==> config.mk <==
export PLATFORM = sky130hd
export DESIGN_NAME = drtfl_front
export DESIGN_NICKNAME = d
export VERILOG_FILES = /design/src/hw/rtl/drtfl_pkg.sv /design/src/hw/rtl/drtfl_front.sv
export SDC_FILE = /design/constraint.sdc
export NUM_CORES = 1
export LEC_CHECK = 0
export ABC_CLOCK_PERIOD_IN_PS = 11050
export BUFFER_PORTS_ARGS = -buffer_cell sky130_fd_sc_hd__buf_2
export CORE_MARGIN = 3
export CORE_UTILIZATION = 28
export CTS_CLUSTER_DIAMETER = 200
export CTS_CLUSTER_SIZE = 10
export DETAILED_ROUTE_END_ITERATION = 8
export SLEW_MARGIN = 20
export SYNTH_ARGS = -nofsm -noshare
export SYNTH_HDL_FRONTEND = slang
export SYNTH_SLANG_ARGS = --single-unit
==> constraint.sdc <==
create_clock -name clock -period 11.05 [get_ports clock]
set_input_delay 0.5525 -clock clock [delete_from_list [all_inputs] [get_ports clock]]
set_output_delay 0.5525 -clock clock [all_outputs]
set_load 0.1 [all_outputs]
==> src/hw/rtl/drtfl_pkg.sv <==
// Package for the dated rate table: constants, item types and date helpers.
// Used by every module of the dated rate table block.
`default_nettype none
package drtfl_pkg;
   localparam int TableDepth = 4096;
   localparam int AddrW = $clog2(TableDepth);
   localparam int CountW = AddrW + 1;
   localparam int MinYear = 1900;
   localparam int KeyW = 28;

   typedef enum logic [2:0] {
      ST_INSERTED = 3'd0, ST_UPDATED = 3'd1, ST_BAD_DATE = 3'd2, ST_FULL = 3'd3,
      ST_EXACT = 3'd4, ST_EARLIER = 3'd5, ST_NOT_FOUND = 3'd6
   } status_type;

   localparam logic CMD_INSERT = 1'b0;
   localparam logic CMD_LOOKUP = 1'b1;

   // One classified item handed from the front part to the back part.
   typedef struct packed {
      logic        lookup;
      logic        valid_date;
      logic [KeyW-1:0] key;
      logic [63:0] value;
   } item_type;

   // Ordering key with month and day at full input width.
   function automatic logic [KeyW-1:0] wide_key(logic [13:0] y, logic [6:0] m, logic [6:0] d);
      return {y, m, d};
   endfunction

   // Gregorian leap year test. The year over 100 comes from a reciprocal
   // multiplication, which is exact for every 14-bit year.
   function automatic logic leap_year(logic [13:0] y);
      logic [26:0] prod;
      logic [7:0]  quo;
      logic [14:0] back;
      logic        div4, div100, div400;
      prod   = y * 13'd5243;
      quo    = prod[26:19];
      back   = quo * 7'd100;
      div4   = (y[1:0] == 2'd0);
      div100 = (back == {1'b0, y});
      div400 = div100 && (quo[1:0] == 2'd0);
      return div4 && (!div100 || div400);
   endfunction
endpackage
`default_nettype wire

==> src/hw/rtl/drtfl_front.sv <==
// Front part: accepts request transfers, checks the date and queues items.
// Depends on drtfl_pkg.
`default_nettype none
module drtfl_front import drtfl_pkg::*; (
   input  wire logic     clock,
   input  wire logic     reset,
   input  wire logic     in_valid,
   output logic          in_ready,
   input  wire logic     command,
   input  wire logic [13:0] year,
   input  wire logic [6:0]  month,
   input  wire logic [6:0]  day,
   input  wire logic [63:0] value,
   output logic          q_valid,
   input  wire logic     q_pop,
   output item_type      q_item
);
   item_type   slot_ff [2];
   logic [1:0] cnt_ff, cnt_in;
   logic       wr_ff, wr_in, rd_ff, rd_in;
   item_type   cls;
   logic [4:0] limit;
   logic       push;

   // Day limit for the month.
   always_comb begin
      case (month)
         7'd2: limit = leap_year(year) ? 5'd29 : 5'd28;
         7'd4, 7'd6, 7'd9, 7'd11: limit = 5'd30;
         default: limit = 5'd31;
      endcase
   end

   // Classify the incoming item.
   always_comb begin
      cls.lookup = (command == CMD_LOOKUP);
      cls.valid_date = (year >= 14'(MinYear)) && (month >= 7'd1) && (month <= 7'd12)
                    && (day >= 7'd1) && (day <= {2'b00, limit});
      cls.key = wide_key(year, month, day);
      cls.value = value;
   end

   // Two-entry queue between the front and back parts.
   assign in_ready = (cnt_ff != 2'd2);
   assign push = in_valid && in_ready;
   assign q_valid = (cnt_ff != 2'd0);
   assign q_item = slot_ff[rd_ff];
   always_comb begin
      wr_in = push ? ~wr_ff : wr_ff;
      rd_in = q_pop ? ~rd_ff : rd_ff;
      cnt_in = cnt_ff + 2'(push) - 2'(q_pop);
   end
   always_ff @(posedge clock) begin
      if (reset) begin
         cnt_ff <= 2'd0;
         wr_ff <= 1'b0;
         rd_ff <= 1'b0;
      end else begin
         cnt_ff <= cnt_in;
         wr_ff <= wr_in;
         rd_ff <= rd_in;
      end
      if (push) slot_ff[wr_ff] <= cls;
   end
endmodule
`default_nettype wire

==> impl_metrics.json <==
{
  "result_of_the_run": "completed",
  "clock_root_buffer": "clkbuf_16",
  "maxCapViolCount": 0,
  "finalWirelength_mm": 27.3,
  "synth-xor-area-share": 0.0222,
  "numPlacedInstances": 1494,
  "setup.worst_path.class": "primary input to register",
  "crit_required_ns": 11.24,
  "nNetsFinal": 1288,
  "final_slew_violations": 0,
  "post_synth_and_or_nand_nor_area_fraction": 0.0347,
  "hold_path.class": "primary input to register",
  "fill_cells": 3974,
  "share_of_cell_area_taken_by_muxes_after_synthesis": 0.0936,
  "synth.cells.most_frequent": "edfxtp_1, ha_1, inv_1, mux2_2, fa_1",
  "detail_route.iter0.violations": 279,
  "setup_viol": 0,
  "postCtsResizedCells": 0,
  "adder_cell_area_share_of_the_yosys_netlist": 0.266,
  "grt_overflow": 0,
  "post-cts-setup-buffer-count": 0,
  "chipWidth_um": 208,
  "top_level_ports": 193,
  "io_buffers": 192,
  "drt.antenna.violating_nets": 0,
  "maxClockFrequency_mhz": 115,
  "initial_standard_cell_utilization_of_the_core": 0.285,
  "core_region_area_um2": 40000,
  "dieArea_um2": 43200,
  "stage_delay_of_the_slowest_cell_on_the_critical_path_ns": 0.57,
  "mappedNetlistArea_um2": 11400,
  "buffer_depth_of_the_longest_clock_path": 2,
  "synth-edff-count": 188,
  "clock_tree_from_tritoncts": "done",
  "slowest_stage": "fa_1",
  "num_cts_buffers": 17,
  "rsz0062_at_grt": "false",
  "post_layout_nonfiller_instances": 1527,
  "final.setup_skew_ns": 0.00998,
  "layout_worst_path_cycle_share": 0.788,
  "worst-path-max-fanout": 11,
  "globalRouteTotalUtil": 0.129,
  "ff2ff_setup_slack_ns": 8.37,
  "synthFlopType": "edfxtp_1",
  "place.detailed.hpwl_mm": 20.6,
  "cts-hold-fix-buffers": 0,
  "synthesis.nets": 1084,
  "vertical_die_dimension_um": 208,
  "initial_antenna_violation_count": 1,
  "synth.top_cells.by_area": "edfxtp_1, ha_1, fa_1, mux2_2, inv_1",
  "synthesis.instances": 784,
  "post_synth.cell_area_avg_um2": 14.6,
  "proportion_of_layout_cells_with_a_drive_suffix_above_1": 0.331,
  "post_synth_num_cell_types": 51,
  "yosysWarnings": 0,
  "areaGrowthSynthToFinish_pct": 19.1,
  "worst-endpoint-arrival_ns": 8.90,
  "timing.max_slew.rel_slack": 0.304,
  "ys_ff_latch": 193,
  "routed-via-count": 6771,
  "fp-row-count": 73,
  "yosysTopAreaCell": "edfxtp_1",
  "synth_compound_gate_area_share": 0.0343,
  "clock_tree.htree_level_count": 4,
  "largest_family_of_logic_cells_by_synthesized_area": "adder cells",
  "drc": 0,
  "setup.worst_path.end_class": "register",
  "first_global_vias": 7306,
  "gpl.final_weighted_congestion": 0.840,
  "rr_worst_depth": 4,
  "totalNegativeSetupSlack_ns": 0,
  "tightest_slew_ns": 1.04,
  "r2r_end": "slot_ff[0][76]",
  "cts_num_sinks": 193,
  "worstReg2RegStart": "cnt_ff[0]",
  "routedWlPerCell_um": 17.9,
  "period_minus_slack_ns": 8.71,
  "proportion_of_register_bits_with_asynchronous_set_or_reset_after_synthesis": 0,
  "grt_first_pass_wirelength_mm": 42.5,
  "post-synth-top-count-cell": "edfxtp_1",
  "clkLatencyLatePin_ns": 0.46,
  "yosysSeqAreaShare": 0.503,
  "firstDrtPassIters": 4,
  "startpoint_type": "primary input",
  "grt_max_degree": 76,
  "finalHoldViolCount": 0,
  "critical_path_source": "year[4]",
  "yosys.area.top_type_share": 0.494,
  "setup.worst_path.end": "slot_ff[1][92]",
  "via_per_inst": 4.43,
  "clk_transition_reported_paths_ns": 0.07
}
flip-flops by register name, indices dropped and copies added (netlist names), named ones only:
register  count
wr_ff         1
cnt_ff        2
slot_ff     188
rd_ff         1
area by class of cell:
cell class | count | area (um^2) | share of cell area
diodes | 1 | 2.50 | 0.000184
clock buffers | 19 | 433 | 0.0318
clock inverters | 13 | 128 | 0.00938
inverters | 130 | 488 | 0.0359
multi-input cells | 451 | 5160 | 0.379
flip-flops and latches | 193 | 5750 | 0.423
well taps | 525 | 657 | 0.0483
repair buffers | 195 | 983 | 0.0723
cells by family (layout without fill, tap and decap cells):
| family | count (synthesis) | count (layout) |
|---|---|---|
| compound gates | 54 | 54 |
| xor+xnor | 29 | 29 |
| fa+ha+maj | 203 | 203 |
| buf+inv | 140 | 357 |
| flops | 193 | 193 |
| mux | 95 | 95 |
| other cells | 0 | 1 |
| simple gates | 70 | 70 |
worst min path at each step:
stage               from              to  slack, ns  cells after the start
2_1_floorplan      rd_ff        register       0.48                      2
5_1_grt        value[58]  slot_ff[1][58]       0.26                      1
3_3_place_gp       rd_ff           rd_ff       0.49                      2
4_1_cts        value[58]  slot_ff[1][58]       0.25                      1
6_report       value[34]  slot_ff[0][34]       0.29                      1
3_5_place_dp       rd_ff        register       0.50                      2
cell usage in the layout, fill, tap and decap left out, types with 3 or more instances in the layout:
cell type,n
inv_8,3
fa_1,66
nor2_1,14
o21ai_0,7
mux2_2,94
buf_2,192
nor3_1,6
o21ai_1,4
or3_1,3
nand4_1,3
xor2_1,14
xnor2_1,15
inv_1,130
a211oi_1,4
a221oi_1,3
a21oi_1,16
o211ai_1,4
ha_1,137
nand3_1,8
edfxtp_1,188
dfxtp_1,4
buf_4,3
clkbuf_16,17
nand2_1,11
nor2b_1,4
critical path: cells and delay by family:
kind	cells	cell delay (ns)
adder cells (fa/ha/maj)	11	4.36
XOR/XNOR	3	0.59
buffers and inverters	7	0.70
AND/OR/NAND/NOR	4	0.90
AO/OA/AOI/OAI	8	1.78
per-stage QoR:
step           instance area, um^2  worst slack [ns]   util  hold WS (ns)
2_1_floorplan                11400              2.94      -         0.480
3_3_place_gp                 13000              1.95  0.326         0.494
3_5_place_dp                 13000              1.84  0.326         0.505
4_1_cts                      13600              2.33  0.340         0.249
5_1_grt                      13600              1.73  0.340         0.255
6_report                     13600              2.34  0.340         0.289
per-layer routing:
layer | global-route usage | wire length, um
met5 | 0 | 0
met4 | 0.0463 | 559
met3 | 0.0300 | 1450
met2 | 0.213 | 13000
met1 | 0.167 | 12300
Power is not shown: default switching activity piles up to over one toggle a cycle in this logic, so the estimate is an artifact.
